--- src/rtl/slt_pkg.sv ---
// ----------------------------------------------------------------------------
// slt_pkg: shared definitions for the sorted list table
// Operation and status codes, field widths, parameter defaults and the
// control bundle that the table hands to every storage cell.
// ----------------------------------------------------------------------------
package slt_pkg;

    localparam int CAPACITY_DEFAULT    = 64;
    localparam int VALUE_WIDTH_DEFAULT = 32;

    localparam int OP_W    = 2;
    localparam int VALUE_W = 32;
    localparam int POS_W   = 6;
    localparam int STAT_W  = 2;
    localparam int COUNT_W = 7;

    localparam logic [OP_W-1:0] OP_INSERT = 2'd0;
    localparam logic [OP_W-1:0] OP_REMOVE = 2'd1;
    localparam logic [OP_W-1:0] OP_LOOKUP = 2'd2;
    localparam logic [OP_W-1:0] OP_READ   = 2'd3;

    localparam logic [STAT_W-1:0] ST_OK        = 2'd0;
    localparam logic [STAT_W-1:0] ST_FULL      = 2'd1;
    localparam logic [STAT_W-1:0] ST_NOT_FOUND = 2'd2;
    localparam logic [STAT_W-1:0] ST_RANGE     = 2'd3;

    // Shift commands broadcast to every cell in the row.
    typedef struct packed {
        logic do_insert;
        logic do_remove;
    } cell_ctrl_t;

endpackage

--- src/rtl/slt_cell.sv ---
// ----------------------------------------------------------------------------
// slt_cell: one storage cell of the sorted list table
// Holds one entry, compares it with the broadcast value and, on an insert
// or a remove, takes the entry of its left or right neighbour or the new value.
// ----------------------------------------------------------------------------
module slt_cell #(
    parameter int VALUE_WIDTH = slt_pkg::VALUE_WIDTH_DEFAULT
) (
    input  logic                   clk,
    input  slt_pkg::cell_ctrl_t    ctrl,
    input  logic [VALUE_WIDTH-1:0] value,
    input  logic                   occupied,
    input  logic                   at_count,
    input  logic                   sel,
    input  logic                   prev_greater,
    input  logic [VALUE_WIDTH-1:0] prev_entry,
    input  logic [VALUE_WIDTH-1:0] succ_entry,
    output logic [VALUE_WIDTH-1:0] entry,
    output logic                   greater,
    output logic                   equal,
    output logic [VALUE_WIDTH-1:0] read_part
);

    logic [VALUE_WIDTH-1:0] entry_reg;
    logic [VALUE_WIDTH-1:0] entry_next;

    assign greater   = occupied && (entry_reg > value);
    assign equal     = occupied && (entry_reg == value);
    assign entry     = entry_reg;
    assign read_part = sel ? entry_reg : '0;

    // Entries are sorted, so the cells greater than the value form one run
    // at the top; on an insert that run and the first free cell move up by
    // one, and the lowest of those cells receives the new value.
    always_comb
    begin
        entry_next = entry_reg;
        if (ctrl.do_insert && (greater || at_count))
        begin
            entry_next = prev_greater ? prev_entry : value;
        end
        else if (ctrl.do_remove && (greater || equal))
        begin
            entry_next = succ_entry;
        end
    end

    always_ff @(posedge clk)
    begin
        entry_reg <= entry_next;
    end

endmodule

--- config.mk ---
export PLATFORM = sky130hd
export DESIGN_NAME = slt_cell
export DESIGN_NICKNAME = d
export VERILOG_FILES = /design/src/rtl/slt_pkg.sv /design/src/rtl/slt_cell.sv
export SDC_FILE = /design/constraint.sdc
export NUM_CORES = 1
export LEC_CHECK = 0
export BUFFER_PORTS_ARGS = -buffer_cell sky130_fd_sc_hd__buf_2
export CAP_MARGIN = 40
export CORE_MARGIN = 4
export CORE_UTILIZATION = 48
export DETAILED_ROUTE_END_ITERATION = 7
export PLACE_DENSITY = 0.82
export SYNTH_ARGS = -nofsm -noshare
export SYNTH_HDL_FRONTEND = slang
export SYNTH_SLANG_ARGS = --single-unit
--- constraint.sdc ---
create_clock -name clk -period 3.6 [get_ports clk]
set_clock_uncertainty 0.2 [all_clocks]
set_input_delay 0 -clock clk [delete_from_list [all_inputs] [get_ports clk]]
set_output_delay 0 -clock clk [all_outputs]
set_load 0.05 [all_outputs]
==> flow_metrics.py <==
metrics = {
    "yosys": {
        "syn-cell-area_sq_mm": 0.003674,
        "synth_cell_types": 33,
        "synth-edff-count": 32,
        "avgSynthCellArea_sq_um": 8.311,
        "synth_fp_nets": 577,
        "ys_seq_area_share_pct": 26.16,
        "yosys_warnings": 0,
        "synth-async-reset-ratio_pct": 0,
        "synth_flop_cell": "edfxtp_1",
        "synthCells": 442,
        "ys_seq_elements": 32,
    },
    "place": {
        "io_buffers": 168,
        "hpwl_um": 9088,
        "place_congestion": 0.8593,
    },
    "hold_path": {
        "hold_path_class": "input pin to flop",
    },
    "sta": {
        "finalMaxSlewViolations": 0,
        "period_needed_ns": 3.287,
        "fin_crit_sh_pct": 91.29,
        "rsz0062_at_grt": "false",
        "slew_headroom_pct": 53.94,
        "hold_viol_final": 0,
        "setup_viol": 0,
        "tightest_slew_ns": 0.6883,
        "max_freq_mhz": 304.3,
        "tns_ns": 0,
    },
    "layout": {
        "final_cell_mix": "168 x buf_2, 70 x nand2_1, 46 x a21oi_1",
        "nets": 762,
        "num_antenna_cells": 0,
        "fill_cells": 599,
        "final_common_cell": "buf_2",
        "largest_reg_flops": 32,
        "post-route-util_pct": 67.90,
        "drive_above_1_share_pct": 35.83,
        "area_growth_pct": 35.49,
    },
    "clocking": {
        "cts_setup_buffers": 0,
        "cts_tree": "yes",
        "worstSkewPairLatency_ns": 0.29,
        "cts.repair.resized": 0,
        "htreeDepth": 2,
        "cts_hold_buf": 31,
        "clockBufferDepth": 2,
        "cts-root-buf": "clkbuf_8",
        "clk_pin_slew_ns": 0.08,
        "cts_made_buffers": 5,
        "cts.sinks": 32,
    },
    "detailed_routing": {
        "vias_per_cell": 5.626,
        "routed_wl_um": 12730,
        "route.detailed.drc": 0,
        "ant_nets": 0,
        "initialDrtViolationCount": 210,
        "routedWlPerCell_um": 17.51,
        "vias": 4090,
        "dr.pass1.iters": 5,
    },
    "grt": {
        "grt_pass1_wl_um": 19490,
        "antenna_found_initial": 0,
        "overflow": 0,
        "globalRouteTotalUtil_pct": 27.61,
        "grt_max_degree": 35,
        "first_global_vias": 4075,
    },
    "pwr": {
        "powerDensity_mw_per_mm2": 377.5,
        "swShare_pct": 46.65,
        "p_sw_w": 0.0008766,
        "intPower_w": 0.001002,
        "cellLeakagePower_nw": 2.347,
        "power_frac_comb_pct": 53.1,
        "peakVddDrop_mv": 0.1936,
        "power_frac_seq_pct": 28.1,
        "clock_power_share_pct": 18.7,
    },
    "setup_path": {
        "crit_slowest_cell": "buf_4",
        "cp_max_fo": 33,
        "worst_ep_required_time_ns": 3.40,
        "start_kind": "flop",
        "crit_type": "flop to primary output",
        "max_stage_delay_ns": 0.48,
        "path_cells": "ha_1 -> a21oi_1 -> nand2_1 -> a221o_1 -> o311ai_4 -> and2_4 -> buf_4 -> nor2b_1 -> buf_2",
        "worstPathArrival_ns": 3.09,
        "end_kind": "primary output",
    },
    "floorplan": {
        "ios": 169,
        "dieArea_sq_mm": 0.009116,
        "fp.dieW_um": 95.48,
        "design.core.area_sq_mm": 0.007331,
        "initial_core_util_pct": 50.11,
        "std_cell_rows": 31,
        "die_h_um": 95.48,
    },
    "job": {
        "cap_violations": 0,
    },
    "status": {
        "run_status": "completed",
    },
}
==> cell usage after synthesis, types with 4 or more instances <==
master | instances | area (sq um)
clkbuf_1 | 18 | 67.56
a211oi_2 | 31 | 387.9
inv_1 | 32 | 120.1
o21ai_0 | 25 | 125.1
buf_12 | 4 | 80.08
nand2_1 | 70 | 262.8
edfxtp_1 | 32 | 960.9
and2_1 | 33 | 206.5
o21ai_1 | 10 | 50.05
mux2i_1 | 32 | 320.3
nand4_1 | 7 | 43.79
nor2_1 | 34 | 127.6
ha_1 | 32 | 400.4
buf_2 | 9 | 45.04
nand3_1 | 4 | 20.02
a21oi_1 | 47 | 235.2
==> power groups by stage <==
| stage | Clock, W | Combinational (W) | Sequential [W] |
|---|---|---|---|
| detailed placement | 0 | 0.000965 | 0.000536 |
| CTS | 0.000355 | 0.000993 | 0.000528 |
| floorplan | 0 | 0.000554 | 0.000710 |
| global placement | 0 | 0.000939 | 0.000529 |
| global route | 0.000373 | 0.00106 | 0.000535 |
| finish | 0.000352 | 0.000998 | 0.000528 |
==> per-stage QoR <==
step                total power (W)  hold WS [ns]  instance area [sq um]  worst slack [ns]  cells
floorplan                  0.001265       0.08481                   3681            0.2307    442
global placement           0.001468        0.2216                   4524            0.5166    686
detailed placement         0.001500        0.2312                   4559            0.5551    688
CTS                        0.001876      0.008927                   4977            0.3393    727
global route               0.001973       0.02921                   4977            0.2147    727
finish                     0.001879       0.01353                   4977            0.3135    727
==> cells by family after synthesis <==
| family | after synthesis | synth area share (%) |
|---|---|---|
| flip-flops | 32 | 26.16 |
| multiplexers | 32 | 8.719 |
| AO/OA/AOI/OAI | 126 | 25.65 |
| AND/OR/NAND/NOR | 157 | 20.06 |
| buffers and inverters | 63 | 8.515 |
| adder cells (fa/ha/maj) | 32 | 10.90 |
==> routing by layer <==
| metal | wire length, um | global-route usage [%] | vias up |
|---|---|---|---|
| li1 | - | - | 1932 |
| met4 | 318 | 9.360 | 0 |
| met3 | 1342 | 5.762 | 30 |
| met1 | 4568 | 30.91 | 1876 |
| met5 | 0 | 0 | - |
| met2 | 6501 | 51.49 | 252 |
==> area by class of cell <==
type                       count  area [sq um]  share of cell area, %
clock inverter                 2         35.03                 0.7039
inverter                      32         120.1                  2.413
tap                           99         123.9                  2.489
clock buffer                   6         72.57                  1.458
multi-input combinational    347          2419                  48.59
timing repair buffer         209          1246                  25.04
sequential                    32         960.9                  19.31
==> worst paths after layout <==
kind,to,startpoint,slack (ns),cells after the start
max,greater,entry[14]$_DFFE_PP_,0.31,9
min,entry[15]$_DFFE_PP_,prev_entry[15],0.01,5
max reg2reg,entry[13]$_DFFE_PP_,entry[14]$_DFFE_PP_,0.53,8
min reg2reg,entry[0]$_DFFE_PP_,entry[31]$_DFFE_PP_,1.23,6
==> worst max-delay path, delay by kind of cell (launching register included) <==
kind            cells  cell delay [ns]
buf+inv             2             0.72
flops               1             0.42
fa+ha+maj           1             0.34
compound gates      3             0.87
simple gates        3             0.42
Note: power is estimated with default switching activity, not from simulation.
